## config.mk

```make
export PLATFORM = sky130hd
export DESIGN_NAME = mbe_mul
export DESIGN_NICKNAME = d
export VERILOG_FILES = /design/src/rtl/core/mandelbrot_escape_time_unit_macros.svh /design/src/rtl/core/mbe_pkg.sv /design/src/rtl/core/mbe_mul.sv
export SDC_FILE = /design/constraint.sdc
export NUM_CORES = 2
export LEC_CHECK = 0
export BUFFER_PORTS_ARGS = -buffer_cell sky130_fd_sc_hd__buf_2
export CORE_MARGIN = 3
export CORE_UTILIZATION = 30
export CTS_CLUSTER_SIZE = 24
export DETAILED_ROUTE_END_ITERATION = 7
export GPL_ROUTABILITY_DRIVEN = 0
export SETUP_SLACK_MARGIN = 0.2
export SLEW_MARGIN = 15
export SYNTH_ARGS = -nofsm -noshare
export SYNTH_HDL_FRONTEND = slang
export SYNTH_SLANG_ARGS = --single-unit
```

## constraint.sdc

```tcl
create_clock -name clk -period 18.4 [get_ports clk]
set_clock_uncertainty 0.15 [all_clocks]
set_input_delay 3.68 -clock clk [delete_from_list [all_inputs] [get_ports clk]]
set_output_delay 3.68 -clock clk [all_outputs]
set_load 0.01 [all_outputs]
```

## src/rtl/core/mandelbrot_escape_time_unit_macros.svh

```systemverilog
// Assertion helpers used by the escape-time unit RTL
`ifndef MANDELBROT_ESCAPE_TIME_UNIT_MACROS_SVH
`define MANDELBROT_ESCAPE_TIME_UNIT_MACROS_SVH

// same-cycle implication
`define MBE_ASSERT_IMPL(lbl, ante, cons) \
	lbl: assert property (@(posedge clk) disable iff (!arst_n) (ante) |-> (cons)) \
		else $error("mbe: same-cycle check failed");

// next-cycle implication
`define MBE_ASSERT_NEXT(lbl, ante, cons) \
	lbl: assert property (@(posedge clk) disable iff (!arst_n) (ante) |=> (cons)) \
		else $error("mbe: next-cycle check failed");

`endif

```

## src/rtl/core/mbe_pkg.sv

```systemverilog
package mbe_pkg;

	localparam int DIM_DEF   = 4096;
	localparam int FRAC_DEF  = 56;
	localparam int PIX_W     = 12;
	localparam int CNT_W     = 16;
	localparam int WORD_W    = 64;
	localparam int CFG_IDX_W = 3;

	localparam logic [WORD_W-1:0] SMIN = {1'b1, {(WORD_W-1){1'b0}}};
	localparam logic [WORD_W-1:0] SMAX = {1'b0, {(WORD_W-1){1'b1}}};

	localparam logic [CNT_W-1:0] ITER_RST = 16'd256;

	localparam logic [CFG_IDX_W-1:0] REG_X_MIN  = 3'd0;
	localparam logic [CFG_IDX_W-1:0] REG_Y_MAX  = 3'd1;
	localparam logic [CFG_IDX_W-1:0] REG_X_STEP = 3'd2;
	localparam logic [CFG_IDX_W-1:0] REG_Y_STEP = 3'd3;
	localparam logic [CFG_IDX_W-1:0] REG_ITER   = 3'd4;
	localparam logic [CFG_IDX_W-1:0] REG_THR    = 3'd5;

	typedef struct packed {
		logic start;
		logic neg;
	} mbe_mul_req_t;

	typedef struct packed {
		logic busy;
		logic done;
	} mbe_mul_rsp_t;

endpackage

```

## src/rtl/core/mbe_mul.sv

```systemverilog
module mbe_mul import mbe_pkg::*; #(
	parameter int FRAC_BITS = FRAC_DEF
) (
	input  logic                  clk,
	input  logic                  arst_n,
	input  mbe_mul_req_t          req,
	input  logic [WORD_W-1:0]     a,
	input  logic [WORD_W-1:0]     b,
	output mbe_mul_rsp_t          rsp,
	output logic [2*WORD_W-1:0]   prod,
	output logic [WORD_W-1:0]     fixed
);

	localparam int HALF = WORD_W / 2;

	logic [WORD_W-1:0]   a_q, b_q;
	logic                neg_q;
	logic [2:0]          step_q;
	logic                busy_q, done_q;
	logic [WORD_W-1:0]   pp_q;
	logic [1:0]          pp_sh_q;
	logic [2*WORD_W-1:0] acc_q;
	logic [WORD_W-1:0]   fix_q;

	logic [HALF-1:0]     a_sel, b_sel;
	logic [2*WORD_W-1:0] pp_ext, q_full;
	logic [WORD_W-1:0]   q, fix_d;
	logic                ovf;

	assign a_sel = step_q[1] ? a_q[WORD_W-1:HALF] : a_q[HALF-1:0];
	assign b_sel = step_q[0] ? b_q[WORD_W-1:HALF] : b_q[HALF-1:0];

	always_comb begin
		case (pp_sh_q)
			2'd0:    pp_ext = {{WORD_W{1'b0}}, pp_q};
			2'd1:    pp_ext = {{HALF{1'b0}}, pp_q, {HALF{1'b0}}};
			default: pp_ext = {pp_q, {WORD_W{1'b0}}};
		endcase
	end

	// truncate toward zero, apply sign, saturate
	always_comb begin
		q_full = acc_q >> FRAC_BITS;
		q      = q_full[WORD_W-1:0];
		ovf    = |q_full[2*WORD_W-1:WORD_W];
		if (ovf) begin
			fix_d = neg_q ? SMIN : SMAX;
		end else if (neg_q) begin
			fix_d = q[WORD_W-1] ? SMIN : (~q + 1'b1);
		end else begin
			fix_d = q[WORD_W-1] ? SMAX : q;
		end
	end

	always_ff @(posedge clk or negedge arst_n) begin
		if (!arst_n) begin
			busy_q <= 1'b0;
			done_q <= 1'b0;
			step_q <= '0;
		end else begin
			done_q <= !req.start && busy_q && (step_q == 3'd5);
			if (req.start) begin
				busy_q <= 1'b1;
				step_q <= '0;
			end else if (busy_q) begin
				step_q <= step_q + 1'b1;
				if (step_q == 3'd5) begin
					busy_q <= 1'b0;
				end
			end
		end
	end

	always_ff @(posedge clk) begin
		if (req.start) begin
			a_q   <= a;
			b_q   <= b;
			neg_q <= req.neg;
			acc_q <= '0;
		end else if (busy_q) begin
			if (!step_q[2]) begin
				pp_q    <= {{HALF{1'b0}}, a_sel} * {{HALF{1'b0}}, b_sel};
				pp_sh_q <= {step_q[1] & step_q[0], step_q[1] ^ step_q[0]};
			end
			if (step_q != 3'd0 && step_q <= 3'd4) begin
				acc_q <= acc_q + pp_ext;
			end
			if (step_q == 3'd5) begin
				fix_q <= fix_d;
			end
		end
	end

	assign rsp.busy = busy_q;
	assign rsp.done = done_q;
	assign prod     = acc_q;
	assign fixed    = fix_q;

endmodule

```

# Yosys cells after proc, flatten, opt, wreduce, memory -nomap -nowiden
# Cells that the tools add are included.
# classes
n_addsub	3
mul	1
n_lt_le_gt_ge	1
eq_ne	2
n_mux	13
bitwise_logic	5
reduce_logical	11
# op_table
cell	n
$mux 64	4
$pmux 128 s2	1
$add 128x128->128	1
$add 64x1->64 const B	1
$mul 32x32->64	1
$mux 32	2
$not 64->64	1
$mux 63	1
$reduce_or 8->1	1
$mux 3	2
$reduce_and 3->1	2
$add 3x1->3 const B	1
$eq 3x3->1 const B	1
$le 3x3->1 const B	1
$logic_and 1x1->1	3
$mux 1	3
$reduce_bool 3->1	1
$eq 2x1->1 const B	1
$logic_not 2->1	1
$not 1->1	2
$reduce_and 2->1	1
$reduce_bool 2->1	1
$and 1x1->1	1
$logic_not 1->1	1
$xor 1x1->1	1
# totals
register_bits	392
input_bits	132
output_inout_bits	194
word_cells	46

# Depth between registers and ports, before layout
# logic_depth
word_depth	5
ltp_mapped	33
depth_no_buf	29

# Worst setup path after synthesis
# Ideal clock, no wire load.
# synth_path
path_kind	register -> register
startpoint	register step_q[0]
endpoint	register pp_q[50], data pin
setup_time_ns	0.135
t_arrival_ns	8.787
required_ns	18.115
setup_slack_ns	9.328
stages_incl_launch_ff	31
n_path_buf	5
synth_period_minus_slack_ns	9.072
path_cell_list	dfrtp_1 > clkbuf_1 > buf_1 > mux2i_1 > clkbuf_1 > nor2_1 > fa_1 > fa_1 > inv_1 > fa_1 > inv_1 > fa_1 > inv_1 > fa_1 > fa_1 > fa_1 > fa_1 > inv_1 > ha_1 > clkbuf_1 > and3_1 > clkbuf_1 > a21bo_1 > a21o_1 > a311o_1 > o21ai_1 > a21oi_1 > o311a_1 > o31a_1 > or4_1 > nand3_1
# synth_between
elab_chain_len	2
# synth_rtl
item	line_no	text
start, declared	mbe_mul.sv:18	logic [2:0] step_q;
start signal, assigned	mbe_mul.sv:66	step_q <= step_q + 1'b1;
$mux 32	mbe_mul.sv:31	assign b_sel = step_q[0] ? b_q[WORD_W-1:HALF] : b_q[HALF-1:0];
$mul 32x32->64	mbe_mul.sv:82	pp_q <= {{HALF{1'b0}}, a_sel} * {{HALF{1'b0}}, b_sel};
end signal, assigned	mbe_mul.sv:82	
end, declared	mbe_mul.sv:20	logic [WORD_W-1:0] pp_q;
# Every way passes these cells.
# A chain may end at the register's enable or synchronous reset.

# Worst setup path after layout
# layout_path
startpoint	register step_q[1]
endpoint	register pp_q[63], data pin
# layout_between
elab_chain_len	2
# layout_rtl
item	line_no	text
$mux 32	mbe_mul.sv:30	assign a_sel = step_q[1] ? a_q[WORD_W-1:HALF] : a_q[HALF-1:0];
$mul 32x32->64	mbe_mul.sv:82	
# Every way passes these cells.

==> metrics.cfg <==
[status]
outcome = complete, no violations

[synth]
yosys_warnings = 0
ys_ff_latch = 392
avgSynthCellArea_um2 = 8.77
synth_edf_count = 259
seq_area_frac_synth_pct = 18.4
yosysUniqueCellTypes = 84
synth_area_um2 = 56900
ys.flop_type = edfxtp_1
syn-num-nets = 7915
synthCells = 6492
async_flop_share_pct = 1.28

[setup_path]
crit_type = reg -> reg
cp.required_ps = 18700
slowest_stage = dfrtp_4
critPathMaxFanout = 37
cpPeakStageDelay_ps = 840
cp-end-kind = register
crit_top_cell = fa_1
setup.worst_path.start_class = register
worstPathArrival_ps = 10860

[layout]
final_common_cell = inv_1
n_fill_cell = 19580
layout_common_cells = 935 x inv_1, 929 x nand2_1, 897 x fa_1, 837 x nor2_1, 394 x ha_1
nets = 8056
area_delta_synth_final_pct = 10.8
drive_gt1_share_pct = 9.53

[cts]
cts_root_buffer = clkbuf_16
cts_tree = built
htree_levels = 2
cts_resized = 0
hold_buffers = 0
cts_setup_buffers = 0
clkLatencyLatePin_ps = 710
cts.clk_slew.worst_paths_ps = 80
cts_buffers = 47
cts_buffer_depth = 3
cts_sinks = 392

[global_routing]
grt_max_degree = 98
grtUsageTotal_pct = 21.0
gr-total-overflow = 0
grt_pass1_vias = 48395
grt_first_pass_wirelength_mm = 308
antenna_found_initial = 10

[route]
wl_mm = 207
via_per_inst = 5.24
wl_per_cell_um = 22.6
drt-initial-drc-count = 4762
antenna_left = 0
vias = 48034
dr.pass1.iters = 6
drc = 0

[sta]
slew_violations = 0
finalHoldViolCount = 0
final-setup-viol-count = 0
fin_crit_ps = 10560
tns_ps = 0
min_period_over_period_pct = 57.4
rsz0062_at_grt = false
slew_headroom_pct = 16.5
max_freq_ghz = 0.0947
tightest_slew_ps = 1250

[placed_design]
place_hpwl_mm = 163
port_buffers = 325

[floorplan]
die_w_um = 442
start_util_pct = 30.2
core-area_um2 = 188000
die_y_um = 442
dieArea_um2 = 195000
rows = 159
io_pins = 326

[hold_path]
hold_class = reg -> reg

[run]
drv_cap = 0

==> registers in the layout (all words and copies together), names as in the netlist <==
signal / count
prod: 128
a_q: 64
b_q: 64
fixed: 64
pp_q: 64
step_q: 3
pp_sh_q: 2
busy_q: 1
done_q: 1
neg_q: 1
==> Yosys cell counts (all sizes together), types with 8 or more instances <==
| cell type | instances | area share [%] |
|---|---|---|
| a211oi | 23 | 0.30 |
| a21boi | 16 | 0.21 |
| a21o | 94 | 1.2 |
| a21oi | 371 | 3.3 |
| a221o | 12 | 0.21 |
| a221oi | 8 | 0.12 |
| a31oi | 16 | 0.18 |
| and2 | 84 | 0.92 |
| and3 | 12 | 0.13 |
| and4 | 10 | 0.15 |
| buf | 20 | 0.15 |
| clkbuf | 305 | 2.0 |
| dfxtp | 128 | 4.5 |
| edfxtp | 259 | 14 |
| fa | 897 | 32 |
| ha | 394 | 8.7 |
| inv | 935 | 6.2 |
| mux2 | 65 | 1.3 |
| mux2i | 99 | 1.7 |
| nand2 | 930 | 6.1 |
| nand2b | 21 | 0.23 |
| nand3 | 50 | 0.46 |
| nand4 | 76 | 0.84 |
| nor2 | 841 | 5.5 |
| nor2b | 15 | 0.16 |
| nor3 | 61 | 0.56 |
| nor4 | 17 | 0.22 |
| o211ai | 11 | 0.15 |
| o21a | 19 | 0.25 |
| o21ai | 262 | 2.3 |
| o21bai | 47 | 0.62 |
| o22ai | 10 | 0.11 |
| o311ai | 22 | 0.34 |
| o31ai | 25 | 0.35 |
| or2 | 17 | 0.19 |
| or3 | 21 | 0.25 |
| or4 | 10 | 0.15 |
| xnor2 | 106 | 1.6 |
| xor2 | 86 | 1.3 |
==> per-layer routing <==
| layer | wire length, µm | vias to the layer above | global-route usage [%] |
|---|---|---|---|
| met4 | 12900 | 8 | 10.5 |
| met2 | 91100 | 2681 | 32.8 |
| li1 | - | 21227 | - |
| met1 | 81300 | 23562 | 27.0 |
| met3 | 22200 | 556 | 5.38 |
| met5 | 55 | - | 0 |
==> cells by family (layout without fill, tap and decap cells) <==
| logic type | after synthesis | count (layout) | share of synthesized area, % |
|---|---|---|---|
| AND/OR/NAND/NOR | 2187 | 2187 | 16.3 |
| adder cells (fa/ha/maj) | 1291 | 1291 | 40.2 |
| buffers and inverters | 1260 | 1440 | 8.33 |
| AO/OA/AOI/OAI | 1006 | 1006 | 10.8 |
| flip-flops | 392 | 392 | 18.4 |
| XOR/XNOR | 192 | 192 | 2.95 |
| multiplexers | 164 | 164 | 3.03 |
| other | 0 | 5 | 0 |
==> critical path, delay by kind of cell, from the launching register on <==
family          cells  cell delay (ps)
compound gates      7             2400
buf+inv             5              890
fa+ha+maj           9             4390
mux                 1              820
simple gates        5              700
flops               1              840
==> per-stage QoR <==
step	cell area [µm²]	cells	util, %	hold WS [ps]	setup slack, ps
after floorplan	56900	6492	-	342	9330
after global placement	61400	9079	32.6	306	7580
after detailed placement	61400	9079	32.6	315	7910
after CTS	63100	9167	33.5	325	7910
after global routing	63100	9167	33.5	338	7370
final	63100	9172	33.5	322	7840
==> cell type report <==
cell class | instances | area (µm²) | share of cell area [%]
Clock buffer | 63 | 1290 | 2.04
Antenna cell | 5 | 12.5 | 0.0198
Tap cell | 2495 | 3120 | 4.95
Clock inverter | 25 | 363 | 0.575
Multi-Input combinational cell | 4840 | 42000 | 66.6
Inverter | 935 | 3510 | 5.56
Timing Repair Buffer | 417 | 2330 | 3.69
Sequential cell | 392 | 10500 | 16.6
==> final timing paths <==
path / startpoint / end / slack [ps] / cells after the start
max: step_q[1] / pp_q[63] / 7840 / 27
min: prod[8] / prod[8] / 320 / 2
max reg2reg: step_q[1] / pp_q[63] / 7840 / 27
min reg2reg: prod[8] / prod[8] / 320 / 2
max in group asynchronous: arst_n / step_q[0] / 15200 / 1
min in group asynchronous: arst_n / step_q[1] / 2670 / 1
Power is not shown: default switching activity piles up to over one toggle a cycle in this logic, so the estimate is an artifact.
